`config.mk`:
```
export PLATFORM = sky130hd
export DESIGN_NAME = kway_merge_min_heap
export DESIGN_NICKNAME = d
export VERILOG_FILES = /design/src/rtl/core/kmh_pkg.sv /design/src/rtl/core/kmh_store.sv /design/src/rtl/core/kway_merge_min_heap.sv
export SDC_FILE = /design/constraint.sdc
export NUM_CORES = 1
export LEC_CHECK = 0
export BUFFER_PORTS_ARGS = -buffer_cell sky130_fd_sc_hd__buf_4
export CORE_ASPECT_RATIO = 0.5
export CORE_MARGIN = 8
export CORE_UTILIZATION = 25
export CTS_CLUSTER_SIZE = 8
export DETAILED_ROUTE_END_ITERATION = 16
export PLACE_DENSITY_LB_ADDON = 0.12
export SLEW_MARGIN = 20
export SYNTH_ARGS = -nofsm -noshare
export SYNTH_HDL_FRONTEND = slang
export SYNTH_SLANG_ARGS = --single-unit
```
`constraint.sdc`:
```
create_clock -name clk -period 9.1 [get_ports clk]
set_clock_uncertainty 0.15 [all_clocks]
set_input_delay 0.455 -clock clk [delete_from_list [all_inputs] [get_ports clk]]
set_output_delay 0.455 -clock clk [all_outputs]
set_load 0.005 [all_outputs]
```
`src/rtl/core/kmh_pkg.sv`:
```
// shared constants and codes for the k-way merge min-heap
package kmh_pkg;

  localparam int HEAP_DEPTH_DEF  = 16;
  localparam int VALUE_WIDTH_DEF = 16;
  localparam int SOURCE_WIDTH    = 4;
  localparam int OCC_WIDTH       = 5;

  localparam logic REQ_INSERT = 1'b0;
  localparam logic REQ_POP    = 1'b1;

  typedef enum logic [1:0] {
    ST_OK    = 2'd0,
    ST_EMPTY = 2'd1,
    ST_FULL  = 2'd2
  } status_t;

endpackage

```
`src/rtl/core/kmh_store.sv`:
```
// heap entry memory: one write port, two registered read ports
module kmh_store #(
  parameter int DEPTH   = 16,
  parameter int ENTRY_W = 20
) (
  input  logic                     clk,
  input  logic                     we,
  input  logic [$clog2(DEPTH)-1:0] waddr,
  input  logic [ENTRY_W-1:0]       wdata,
  input  logic [$clog2(DEPTH)-1:0] raddr_a,
  input  logic [$clog2(DEPTH)-1:0] raddr_b,
  output logic [ENTRY_W-1:0]       rdata_a,
  output logic [ENTRY_W-1:0]       rdata_b
);

  logic [ENTRY_W-1:0] mem [DEPTH];

  always_ff @(posedge clk) begin
    if (we) begin
      mem[waddr] <= wdata;
    end
  end

  always_ff @(posedge clk) begin
    rdata_a <= mem[raddr_a];
    rdata_b <= mem[raddr_b];
  end

endmodule

```
`src/rtl/core/kway_merge_min_heap.sv`:
```
// binary min-heap priority queue for a k-way merge of sorted streams
//
// input channel (in_*): one request per transfer, insert (value with its
// source tag) or pop of the minimum. in_stall is high while a request is
// being worked on; the block handles one request at a time.
// result channel (out_*): exactly one result per request, in order, with
// the popped entry (zero on insert or empty), a status code and the
// occupancy after the request.
// steps: an insert's value rises one level per S_UP_CMP step, then S_FINISH; a
// pop reads the root and last entry in S_POP_RD, then sinks the moved entry
// one level per S_DN_CMP step, or finishes when it took the last entry; a pop
// on an empty heap or a refused insert goes straight to S_FINISH. each sift
// level is one read-compare-write of the entry memory, whose read data is registered.
// the result sits in an output register: while out_stall holds it, the next
// request is still taken, and its result waits in the last state until the
// output register frees up.
// reset: rst_n (synchronous, active low) empties the heap and clears
// out_valid; the entry memory itself is not cleared and needs no sweep.
module kway_merge_min_heap #(
  parameter int HEAP_DEPTH  = kmh_pkg::HEAP_DEPTH_DEF,
  parameter int VALUE_WIDTH = kmh_pkg::VALUE_WIDTH_DEF
) (
  input  logic                              clk,
  input  logic                              rst_n,
  input  logic                              in_valid,
  output logic                              in_stall,
  input  logic                              in_req_type,
  input  logic signed [VALUE_WIDTH-1:0]     in_value,
  input  logic [kmh_pkg::SOURCE_WIDTH-1:0]  in_source,
  output logic                              out_valid,
  input  logic                              out_stall,
  output logic signed [VALUE_WIDTH-1:0]     out_value,
  output logic [kmh_pkg::SOURCE_WIDTH-1:0]  out_source,
  output logic [1:0]                        out_status,
  output logic [kmh_pkg::OCC_WIDTH-1:0]     out_occupancy
);

  import kmh_pkg::*;

  localparam int AW      = (HEAP_DEPTH > 1) ? $clog2(HEAP_DEPTH) : 1;
  localparam int CW      = $clog2(HEAP_DEPTH + 1);
  localparam int IW      = AW + 2;
  localparam int ENTRY_W = VALUE_WIDTH + SOURCE_WIDTH;

  typedef struct packed {
    logic [SOURCE_WIDTH-1:0]       src;
    logic signed [VALUE_WIDTH-1:0] val;
  } entry_t;

  typedef enum logic [2:0] {
    S_IDLE,
    S_POP_RD,
    S_UP_CMP,
    S_DN_CMP,
    S_FINISH
  } state_t;

  state_t  state_r, state_nxt;
  logic [AW-1:0] hole_r, hole_nxt;
  logic [CW-1:0] count_r, count_nxt;
  entry_t  x_r, x_nxt;
  entry_t  res_r, res_nxt;
  status_t res_st_r, res_st_nxt;

  logic                          out_valid_r;
  logic signed [VALUE_WIDTH-1:0] out_value_r;
  logic [SOURCE_WIDTH-1:0]       out_source_r;
  status_t                       out_status_r;
  logic [OCC_WIDTH-1:0]          out_occ_r;

  logic          we;
  logic [AW-1:0] waddr;
  entry_t        wdata;
  logic [AW-1:0] raddr_a, raddr_b;
  logic [ENTRY_W-1:0] rdata_a, rdata_b;
  entry_t        rd_a, rd_b;

  logic          in_xfer, out_free;
  logic [IW-1:0] lc, rc, ln, rn, cnt_ext;
  logic [AW-1:0] par_cur, par_nxt;
  logic          l_ok, r_ok, pick_rc, move_dn;
  entry_t        cand;

  kmh_store #(
    .DEPTH   (HEAP_DEPTH),
    .ENTRY_W (ENTRY_W)
  ) u_store (
    .clk     (clk),
    .we      (we),
    .waddr   (waddr),
    .wdata   (wdata),
    .raddr_a (raddr_a),
    .raddr_b (raddr_b),
    .rdata_a (rdata_a),
    .rdata_b (rdata_b)
  );

  assign rd_a     = entry_t'(rdata_a);
  assign rd_b     = entry_t'(rdata_b);
  assign in_stall = (state_r != S_IDLE);
  assign in_xfer  = in_valid && !in_stall;
  assign out_free = !out_valid_r || !out_stall;

  // child and parent positions of the current hole
  assign lc      = IW'({hole_r, 1'b1});
  assign rc      = lc + IW'(1);
  assign cnt_ext = IW'(count_r);
  assign par_cur = AW'((hole_r - AW'(1)) >> 1);

  // smaller child, left wins a tie; move only when strictly below the carried entry
  assign l_ok    = lc < cnt_ext;
  assign r_ok    = rc < cnt_ext;
  assign pick_rc = r_ok && (rd_b.val < rd_a.val);
  assign cand    = pick_rc ? rd_b : rd_a;
  assign move_dn = l_ok && (cand.val < x_r.val);

  always_comb begin
    state_nxt  = state_r;
    hole_nxt   = hole_r;
    count_nxt  = count_r;
    x_nxt      = x_r;
    res_nxt    = res_r;
    res_st_nxt = res_st_r;
    we         = 1'b0;
    waddr      = hole_r;
    wdata      = x_r;
    case (state_r)
      S_IDLE: begin
        if (in_xfer) begin
          res_nxt    = '0;
          res_st_nxt = ST_OK;
          if (in_req_type == REQ_INSERT) begin
            if (count_r == CW'(HEAP_DEPTH)) begin
              res_st_nxt = ST_FULL;
              state_nxt  = S_FINISH;
            end else begin
              x_nxt     = '{src: in_source, val: in_value};
              hole_nxt  = AW'(count_r);
              count_nxt = count_r + CW'(1);
              state_nxt = S_UP_CMP;
            end
          end else begin
            if (count_r == '0) begin
              res_st_nxt = ST_EMPTY;
              state_nxt  = S_FINISH;
            end else begin
              count_nxt = count_r - CW'(1);
              state_nxt = S_POP_RD;
            end
          end
        end
      end
      S_POP_RD: begin
        res_nxt  = rd_a;
        x_nxt    = rd_b;
        hole_nxt = '0;
        state_nxt = (count_r == '0) ? S_FINISH : S_DN_CMP;
      end
      S_UP_CMP: begin
        we = 1'b1;
        if ((hole_r != '0) && (x_r.val < rd_a.val)) begin
          wdata    = rd_a;
          hole_nxt = par_cur;
        end else begin
          state_nxt = S_FINISH;
        end
      end
      S_DN_CMP: begin
        we = 1'b1;
        if (move_dn) begin
          wdata    = cand;
          hole_nxt = pick_rc ? rc[AW-1:0] : lc[AW-1:0];
        end else begin
          state_nxt = S_FINISH;
        end
      end
      S_FINISH: begin
        if (out_free) begin
          state_nxt = S_IDLE;
        end
      end
      default: begin
        state_nxt = S_IDLE;
      end
    endcase
  end

  // read addresses follow the next hole and next state, not the current ones
  assign par_nxt = AW'((hole_nxt - AW'(1)) >> 1);
  assign ln      = IW'({hole_nxt, 1'b1});
  assign rn      = ln + IW'(1);

  always_comb begin
    case (state_nxt)
      S_POP_RD: begin
        raddr_a = '0;
        raddr_b = AW'(count_r - CW'(1));
      end
      S_DN_CMP: begin
        raddr_a = ln[AW-1:0];
        raddr_b = rn[AW-1:0];
      end
      default: begin
        raddr_a = par_nxt;
        raddr_b = rn[AW-1:0];
      end
    endcase
  end

  always_ff @(posedge clk) begin
    if (!rst_n) begin
      state_r     <= S_IDLE;
      count_r     <= '0;
      out_valid_r <= 1'b0;
    end else begin
      state_r <= state_nxt;
      count_r <= count_nxt;
      if (state_r == S_FINISH && out_free) begin
        out_valid_r <= 1'b1;
      end else if (!out_stall) begin
        out_valid_r <= 1'b0;
      end
    end
  end

  always_ff @(posedge clk) begin
    hole_r   <= hole_nxt;
    x_r      <= x_nxt;
    res_r    <= res_nxt;
    res_st_r <= res_st_nxt;
    if (state_r == S_FINISH && out_free) begin
      out_value_r  <= res_r.val;
      out_source_r <= res_r.src;
      out_status_r <= res_st_r;
      out_occ_r    <= OCC_WIDTH'(count_r);
    end
  end

  assign out_valid     = out_valid_r;
  assign out_value     = out_value_r;
  assign out_source    = out_source_r;
  assign out_status    = out_status_r;
  assign out_occupancy = out_occ_r;

  // writes stay inside the live part of the heap
  a_write_in_heap: assert property (@(posedge clk) disable iff (!rst_n)
    we |-> (CW'(waddr) < count_r))
    else $error("heap write outside occupied entries");

  a_count_bound: assert property (@(posedge clk) disable iff (!rst_n)
    count_r <= CW'(HEAP_DEPTH))
    else $error("entry count above heap depth");

  a_pop_shrinks: assert property (@(posedge clk) disable iff (!rst_n)
    (in_xfer && in_req_type == REQ_POP && count_r != '0)
      |=> (count_r == CW'($past(count_r) - CW'(1))))
    else $error("pop did not remove one entry");

  a_full_result: assert property (@(posedge clk) disable iff (!rst_n)
    (out_valid && out_status == ST_FULL)
      |-> (out_occupancy == OCC_WIDTH'(HEAP_DEPTH) && out_value == '0))
    else $error("full status with wrong occupancy or value");

  a_empty_result: assert property (@(posedge clk) disable iff (!rst_n)
    (out_valid && out_status == ST_EMPTY)
      |-> (out_occupancy == '0 && out_value == '0 && out_source == '0))
    else $error("empty status with nonzero fields");

endmodule
```
Yosys cells after proc, flatten, opt, wreduce, memory -nomap -nowiden
Memories as Yosys holds them, arrays and structs flattened. A register that Yosys moved wholly into a read port is not among the register bits.
Cells that the tools add are included.
{"block": "word_totals", "input_bits": 25, "elab_cells": 96, "ramBits": 320, "n_memories": 1, "out_inout_bits": 29, "register_bits": 82}
{"block": "op_classes", "eq_ne": 13, "addsub": 6, "n_lt_le_gt_ge": 5, "mux": 39, "reduce_logical": 19}
{"memory": "u_store.mem", "words": 16, "word_bits": 20, "read_ports": 2, "rd_clocked_by_memory_dff": 2, "wr": 1, "line": "kmh_store.sv:16", "source": "logic [ENTRY_W-1:0] mem [DEPTH];"}
{"operator": "$mux W20", "n": 7}
{"operator": "$pmux W20 S2", "n": 3}
{"operator": "$lt A16 B16 Y1", "n": 3}
{"operator": "$mux W4", "n": 7}
{"operator": "$mux W3", "n": 8}
{"operator": "$pmux W4 S4", "n": 1}
{"operator": "$mux W5", "n": 3}
{"operator": "$pmux W3 S5", "n": 1}
{"operator": "$ne A2 B2 Y1 const B", "n": 5}
{"operator": "$eq A3 B2 Y1 const B", "n": 3}
{"operator": "$pmux W4 S2", "n": 1}
{"operator": "$reduce_and A4 Y1", "n": 2}
{"operator": "$sub A4 B1 Y4 const B", "n": 2}
{"operator": "$add A5 B1 Y6 const B", "n": 1}
{"operator": "$eq A3 B1 Y1 const B", "n": 2}
{"operator": "$lt A6 B5 Y1", "n": 1}
{"operator": "$mux W1", "n": 6}
{"operator": "$add A5 B1 Y5 const B", "n": 1}
{"operator": "$eq A5 B5 Y1 const B", "n": 1}
{"operator": "$logic_and A1 B1 Y1", "n": 5}
{"operator": "$logic_not A5 Y1", "n": 1}
{"operator": "$lt A5 B5 Y1", "n": 1}
{"operator": "$sub A5 B1 Y5 const B", "n": 1}
{"operator": "$add A4 B1 Y4 const B", "n": 1}
{"operator": "other kinds (11)", "n": 15}

Longest topological paths before layout
{"block": "logic_depth", "depth_word": 10, "ltp_mapped": 35, "ltp_nobuf": 28}

Hierarchy
A second synthesis with hierarchy kept.
{"block": "unflattened", "cells_unflattened": 1249, "area_unflattened_um2": 20763.7}
{"module": "kmh_store", "n_inst": 1, "cells_per_inst": 723, "area_per_inst_um2": 15342.2, "seq_area_each_um2": 10410.0}
{"module": "kway_merge_min_heap", "n_inst": 1, "cells_per_inst": 526, "area_per_inst_um2": 5421.4, "seq_area_each_um2": 2332.2}

Worst setup path before layout
OpenSTA, ideal clock, no wires.
{"block": "synth_timing", "path_type": "flip-flop to flip-flop", "start": "reg hole_r[2]", "end": "reg u_store.rdata_a[11] (read register of u_store.mem)", "path_slack_ps": 2001, "stages_incl_launch_ff": 30, "setup_ps": 125, "arrival_ps": 6824, "path_buffers": 7, "period_less_slack_ps": 7099, "required_time_ps": 8825, "path_cell_list": "dfxtp_1 clkbuf_1 buf_1 nand3_1 xnor2_1 ha_1 nand4b_1 nand3_1 nor2_1 clkbuf_1 nand2_1 o21ai_0 ha_1 a211oi_1 o21ai_1 a221oi_2 nor4b_1 a31oi_4 nor3_1 or3_1 clkbuf_1 inv_1 ha_1 clkbuf_1 clkbuf_1 clkbuf_1 mux2i_1 nand3_1 a311oi_1 a31oi_1"}
{"block": "synth_via", "elab_chain_cells": 10, "word_cells_on_any_way": 24, "classes_between": "3 x add/sub; 3 x order compare; 2 x eq/ne; 12 x mux; 4 x reduce/logical"}
{"item": "start: declaration", "line": "kway_merge_min_heap.sv:59", "source": "logic [AW-1:0] hole_r, hole_nxt;"}
{"item": "start signal: assignment", "line": "kway_merge_min_heap.sv:227", "source": "hole_r <= hole_nxt;"}
{"item": "$add A5 B1 Y6", "line": "kway_merge_min_heap.sv:106", "source": "assign rc = lc + IW'(1);"}
{"item": "$lt A6 B5 Y1", "line": "kway_merge_min_heap.sv:112", "source": "assign r_ok = rc < cnt_ext;"}
{"item": "$logic_and A1 B1 Y1", "line": "kway_merge_min_heap.sv:113", "source": "assign pick_rc = r_ok && (rd_b.val < rd_a.val);"}
{"item": "$mux W20", "line": "kway_merge_min_heap.sv:114", "source": "assign cand = pick_rc ? rd_b : rd_a;"}
{"item": "$lt A16 B16 Y1", "line": "kway_merge_min_heap.sv:115", "source": "assign move_dn = l_ok && (cand.val < x_r.val);"}
{"item": "$logic_and A1 B1 Y1", "line": "kway_merge_min_heap.sv:115"}
{"item": "$mux W4", "line": "kway_merge_min_heap.sv:170", "source": "if (move_dn) begin"}
{"item": "$pmux W4 S4 (*)", "line": "kway_merge_min_heap.sv:127", "source": "case (state_r)"}
{"item": "named net hole_nxt[0]", "line": "kway_merge_min_heap.sv:59"}
{"item": "$sub A4 B1 Y4", "line": "kway_merge_min_heap.sv:189", "source": "assign par_nxt = AW'((hole_nxt - AW'(1)) >> 1);"}
{"item": "$pmux W4 S2 (*)", "line": "kway_merge_min_heap.sv:194", "source": "case (state_nxt)"}
{"item": "end: declaration", "line": "kmh_store.sv:12", "source": "output logic [ENTRY_W-1:0] rdata_a,"}
Mark *: on every way through the listed nets, which the timed path passes. The rest lies on a longest branch.
A chain may end at the register's enable or synchronous reset.

Worst setup path in the final report
{"block": "layout_timing", "start": "reg u_store.rdata_a[15] (read register of u_store.mem)", "end": "reg u_store.rdata_a[8] (read register of u_store.mem)"}
{"block": "layout_via", "elab_chain_cells": 9, "word_cells_on_any_way": 18, "classes_between": "1 x add/sub; 3 x order compare; 2 x eq/ne; 9 x mux; 3 x reduce/logical"}
{"item": "$lt A16 B16 Y1", "line": "kway_merge_min_heap.sv:113"}
{"item": "$logic_and A1 B1 Y1", "line": "kway_merge_min_heap.sv:113"}
{"item": "$mux W20", "line": "kway_merge_min_heap.sv:114"}
{"item": "$lt A16 B16 Y1", "line": "kway_merge_min_heap.sv:115"}
{"item": "$logic_and A1 B1 Y1", "line": "kway_merge_min_heap.sv:115"}
{"item": "$mux W4 or $mux W3 (tied branches)", "line": "kway_merge_min_heap.sv:170"}
{"item": "$pmux W4 S4 or $pmux W3 S5 (tied branches)", "line": "kway_merge_min_heap.sv:127"}
{"item": "$sub A4 B1 Y4, or another cell as far along", "line": "kway_merge_min_heap.sv:189"}
{"item": "$pmux W4 S2 (*)", "line": "kway_merge_min_heap.sv:194"}
Every way passes the cells marked *; elsewhere a longest branch is shown, timed or not.

==> metrics.md <==
| Metric | Value |
|---|---|
| Maximum clock frequency | `120 MHz` |
| Clock Latency Late Sink | `0.64 ns` |
| Post-synth cell types | `77` |
| Setup CP Type | `flop to flop` |
| Critical Path AT | `8.62 ns` |
| I/O Buffers | `53` |
| CTS HTree Levels | `2` |
| Die X | `436 microns` |
| Total power | `11.6 mW` |
| Cells after synthesis | `1934` |
| First-pass GRT wire length | `122 mm` |
| Worst EP required | `9.38 ns` |
| Routed WL | `85.8 mm` |
| Startpoint types | `flop` |
| Worst Hold Class | `input port to flop` |
| Sequential-to-total area share from yosys stat | `0.577` |
| Post-CTS Setup Bufs | `0` |
| Critical path's top delay family | `compound AO/OA/AOI/OAI gates` |
| Core ar. | `88000 sq um` |
| Top post-synthesis cells by area | `edfxtp_1, dfxtp_1, mux2i_1` |
| Min Tclk post-route | `8.33 ns` |
| Met1 WL | `42.1 mm` |
| Routed wl met3 | `5.79 mm` |
| EDFF count, synth | `389` |
| Dpl hpwl | `51.6 mm` |
| RSZ-0062 raised after global routing | `no` |
| Post-synth top area cell | `edfxtp_1` |
| Clock sinks | `442` |
| Final nets | `2073` |
| Grt ovf | `0` |
| # IOs | `54` |
| Leak pwr | `8.80 nW` |
| Vias/cell | `5.15` |
| Initial DRC count | `1345` |
| Clock root cell | `clkbuf_16` |
| CP max FO | `15` |
| Final ANT Viol Nets | `0` |
| Worst Path Buf+Inv | `2` |
| GRT Util Overall | `0.168` |
| Max Transition Viols Final | `0` |
| Area Overhead vs Synth | `18.3%` |
| Hold Buf Count CTS | `22` |
| #FFs+latches synth | `442` |
| Outcome | `complete, no violations` |
| Power density of the placed cells | `444 nW/um^2` |
| Initial antenna violation count | `2` |
| Avg WL per Cell | `26.6 microns` |
| Sequential cell area | `12700 sq um` |
| Clock-pin slew on the worst setup and hold paths | `0.05 ns` |
| Placer Congestion | `0.823` |
| Max_slew headroom | `0.188` |
| Slowest CP cell | `a31oi_1` |
| Met2 WL | `36.0 mm` |
| Clock Path Buffers | `3` |
| Cts bufs inserted | `61` |
| Vias in the first global route | `16.3k` |
| Initial Utilization | `0.251` |
| Largest net degree at the start of global routing | `79` |
| CP Capture Type | `flop` |
| Die ar. | `98700 sq um` |
| Final Hold Vio Count | `0` |
| Top Layer Used | `met5` |
| DRC viols | `0` |
| Number of placement rows | `77` |
| Post-synth ARST share | `0` |
| Crit-path max cell delay | `0.79 ns` |
| Final worst path period share | `0.916` |
| Worst slew pin tran | `1.21 ns` |
| Main synth FF type | `edfxtp_1` |
| Die height | `226 microns` |
| Footprint of the multi-input gates | `8790 sq um` |
| Synth warn | `0` |
| Net Count, Synth | `2021` |
| DR vias | `16.6k` |
| Post-CTS sizing | `0` |
| CTS tree | `yes` |
| Peak VDD IR | `0.372 mV` |
| DR pass1 iterations | `5` |
| Final setup violation count | `0` |
| Fillers | `8998` |
| Synthesized area | `22100 sq um` |
| Max-cap violation count | `0` |
| Total negative slack | `0 ns` |
| Share of layout cells above drive strength 1 | `0.129` |
| Crit path cell chain | `inv_1 -> ha_1 -> nand4_1 -> nor2_1 -> a221oi_2 -> mux2_2 -> nor2_2 -> o21ai_0 -> ha_1 -> a211oi_1 -> o21ai_1 -> a221oi_2 -> nor4b_1 -> a31oi_4 -> o211a_1 -> or3_1 -> inv_1 -> ha_2 -> o221ai_1 -> a311oi_1 -> nand2_1 -> a21oi_1 -> o21ai_0 -> a31oi_1` |
| Yosys top cell area share | `0.529` |
| Mean Syn Cell Area | `11.4 sq um` |
-- worst reg2reg max path, delay by kind of cell, from the launching register on --
kind / cells / cell delay, ns
adders and majority gates: 3 / 0.96
muxes: 1 / 0.42
buffers and inverters: 2 / 0.35
and+or+nand+nor: 6 / 2.29
AOI/OAI and AO/OA: 12 / 3.50
DFF: 1 / 0.48
-- sequential cells by signal (all words and copies together) (netlist names) --
| signal | flops |
|---|---|
| hole_r | 4 |
| count_r | 5 |
| u_store.mem | 320 |
| out_valid | 1 |
| out_source | 4 |
| out_value | 16 |
| out_status | 2 |
| x_r | 20 |
| u_store.rdata_a | 20 |
| res_st_r | 2 |
| state_r | 3 |
| u_store.rdata_b | 20 |
| out_occupancy | 5 |
| res_r | 20 |
-- cells in the mapped netlist (all sizes together) (3+ instances only) --
master,count
mux2i,99
o21ai,52
a211o,8
a311oi,42
inv,54
nand4,7
nand2,236
o32ai,6
a222oi,5
nand2b,8
a32oi,4
a221o,17
nor3,76
mux2,27
a21oi,89
a211oi,100
nor3b,3
buf,24
xor2,3
ha,62
xnor2,9
o21a,4
clkbuf,119
nor2b,82
o31ai,5
nand3,19
a31oi,55
o221a,14
o221ai,46
edfxtp,389
and3,17
dfxtp,53
or3,8
a21boi,7
o211ai,7
nor2,113
nor4,19
and2,10
a221oi,4
or2,6
-- worst paths after layout --
kind / start / end / cells after the start / slack (ns)
worst max-delay path: u_store.rdata_a[15]$_DFF_P_ / u_store.rdata_a[8]$_DFF_P_ / 24 / 0.77
worst min-delay path: in_req_type / res_st_r[1]$_SDFFCE_PP0P_ / 2 / 0.08
worst max register to register: u_store.rdata_a[15]$_DFF_P_ / u_store.rdata_a[8]$_DFF_P_ / 24 / 0.77
worst min register to register: res_r[15]$_SDFFCE_PN0P_ / out_value[15]$_DFFE_PP_ / 0 / 0.26
-- where the power goes --
part	internal, mW	total (mW)	switching (mW)	leakage [nW]
Clock	1.30	2.21	0.910	0.851
Combinational	2.17	6.54	4.38	3.97
Sequential	2.63	2.86	0.230	3.98
-- layout make-up --
class / instances / area share
clock inverter: 3 / 0.00263
timing repair buffer: 132 / 0.0427
clock buffer: 110 / 0.0662
antenna: 2 / 0.000191
inverter: 54 / 0.00775
sequential: 442 / 0.487
multi-input combinational: 1295 / 0.336
tap: 1185 / 0.0567
-- layer usage --
layer | GRT usage | vias up
li1 | - | 7565
met1 | 0.246 | 8350
met2 | 0.249 | 568
met3 | 0.0373 | 120
met4 | 0.0448 | 2
met5 | 0 | -
-- placed cells by master (no fill, tap or decap), drive strengths merged, types with 5 or more instances in the layout --
cell         instances
edfxtp             389
nand2              236
nor2               113
buf                110
clkbuf             110
a211oi             100
mux2i               99
a21oi               89
nor2b               82
nor3                76
ha                  62
a31oi               55
inv                 55
dfxtp               53
o21ai               52
o221ai              46
a311oi              42
mux2                27
dlygate4sd3         22
nand3               19
nor4                19
a221o               17
and3                17
o221a               14
and2                10
xnor2                9
nand2b               8
a211o                8
or3                  8
nand4                7
o211ai               7
a21boi               7
or2                  6
o32ai                6
a222oi               5
o31ai                5
-- kinds of logic (layout without fill, tap and decap cells) --
logic type | count (synthesis) | in the layout | share of synthesized area
other | 0 | 2 | 0
buffers and inverters | 197 | 299 | 0.0348
muxes | 126 | 126 | 0.0586
AOI/OAI and AO/OA | 484 | 484 | 0.160
adders and majority gates | 62 | 62 | 0.0351
xor gates and xnor gates | 12 | 12 | 0.00476
DFF | 442 | 442 | 0.577
and+or+nand+nor | 611 | 611 | 0.130
-- per-stage QoR --
step	utilization	hold slack, ns	instances	worst slack, ns	cell area (sq um)
detailed placement	0.274	0.256	3086	0.862	24100
global placement	0.274	0.250	3085	0.920	24100
global route	0.297	0.0642	3221	0.276	26100
finish	0.297	0.0785	3223	0.768	26100
CTS	0.297	0.0310	3221	0.819	26100
floorplan	-	0.250	1934	2.00	22100
(Power assumes the default switching activity.)
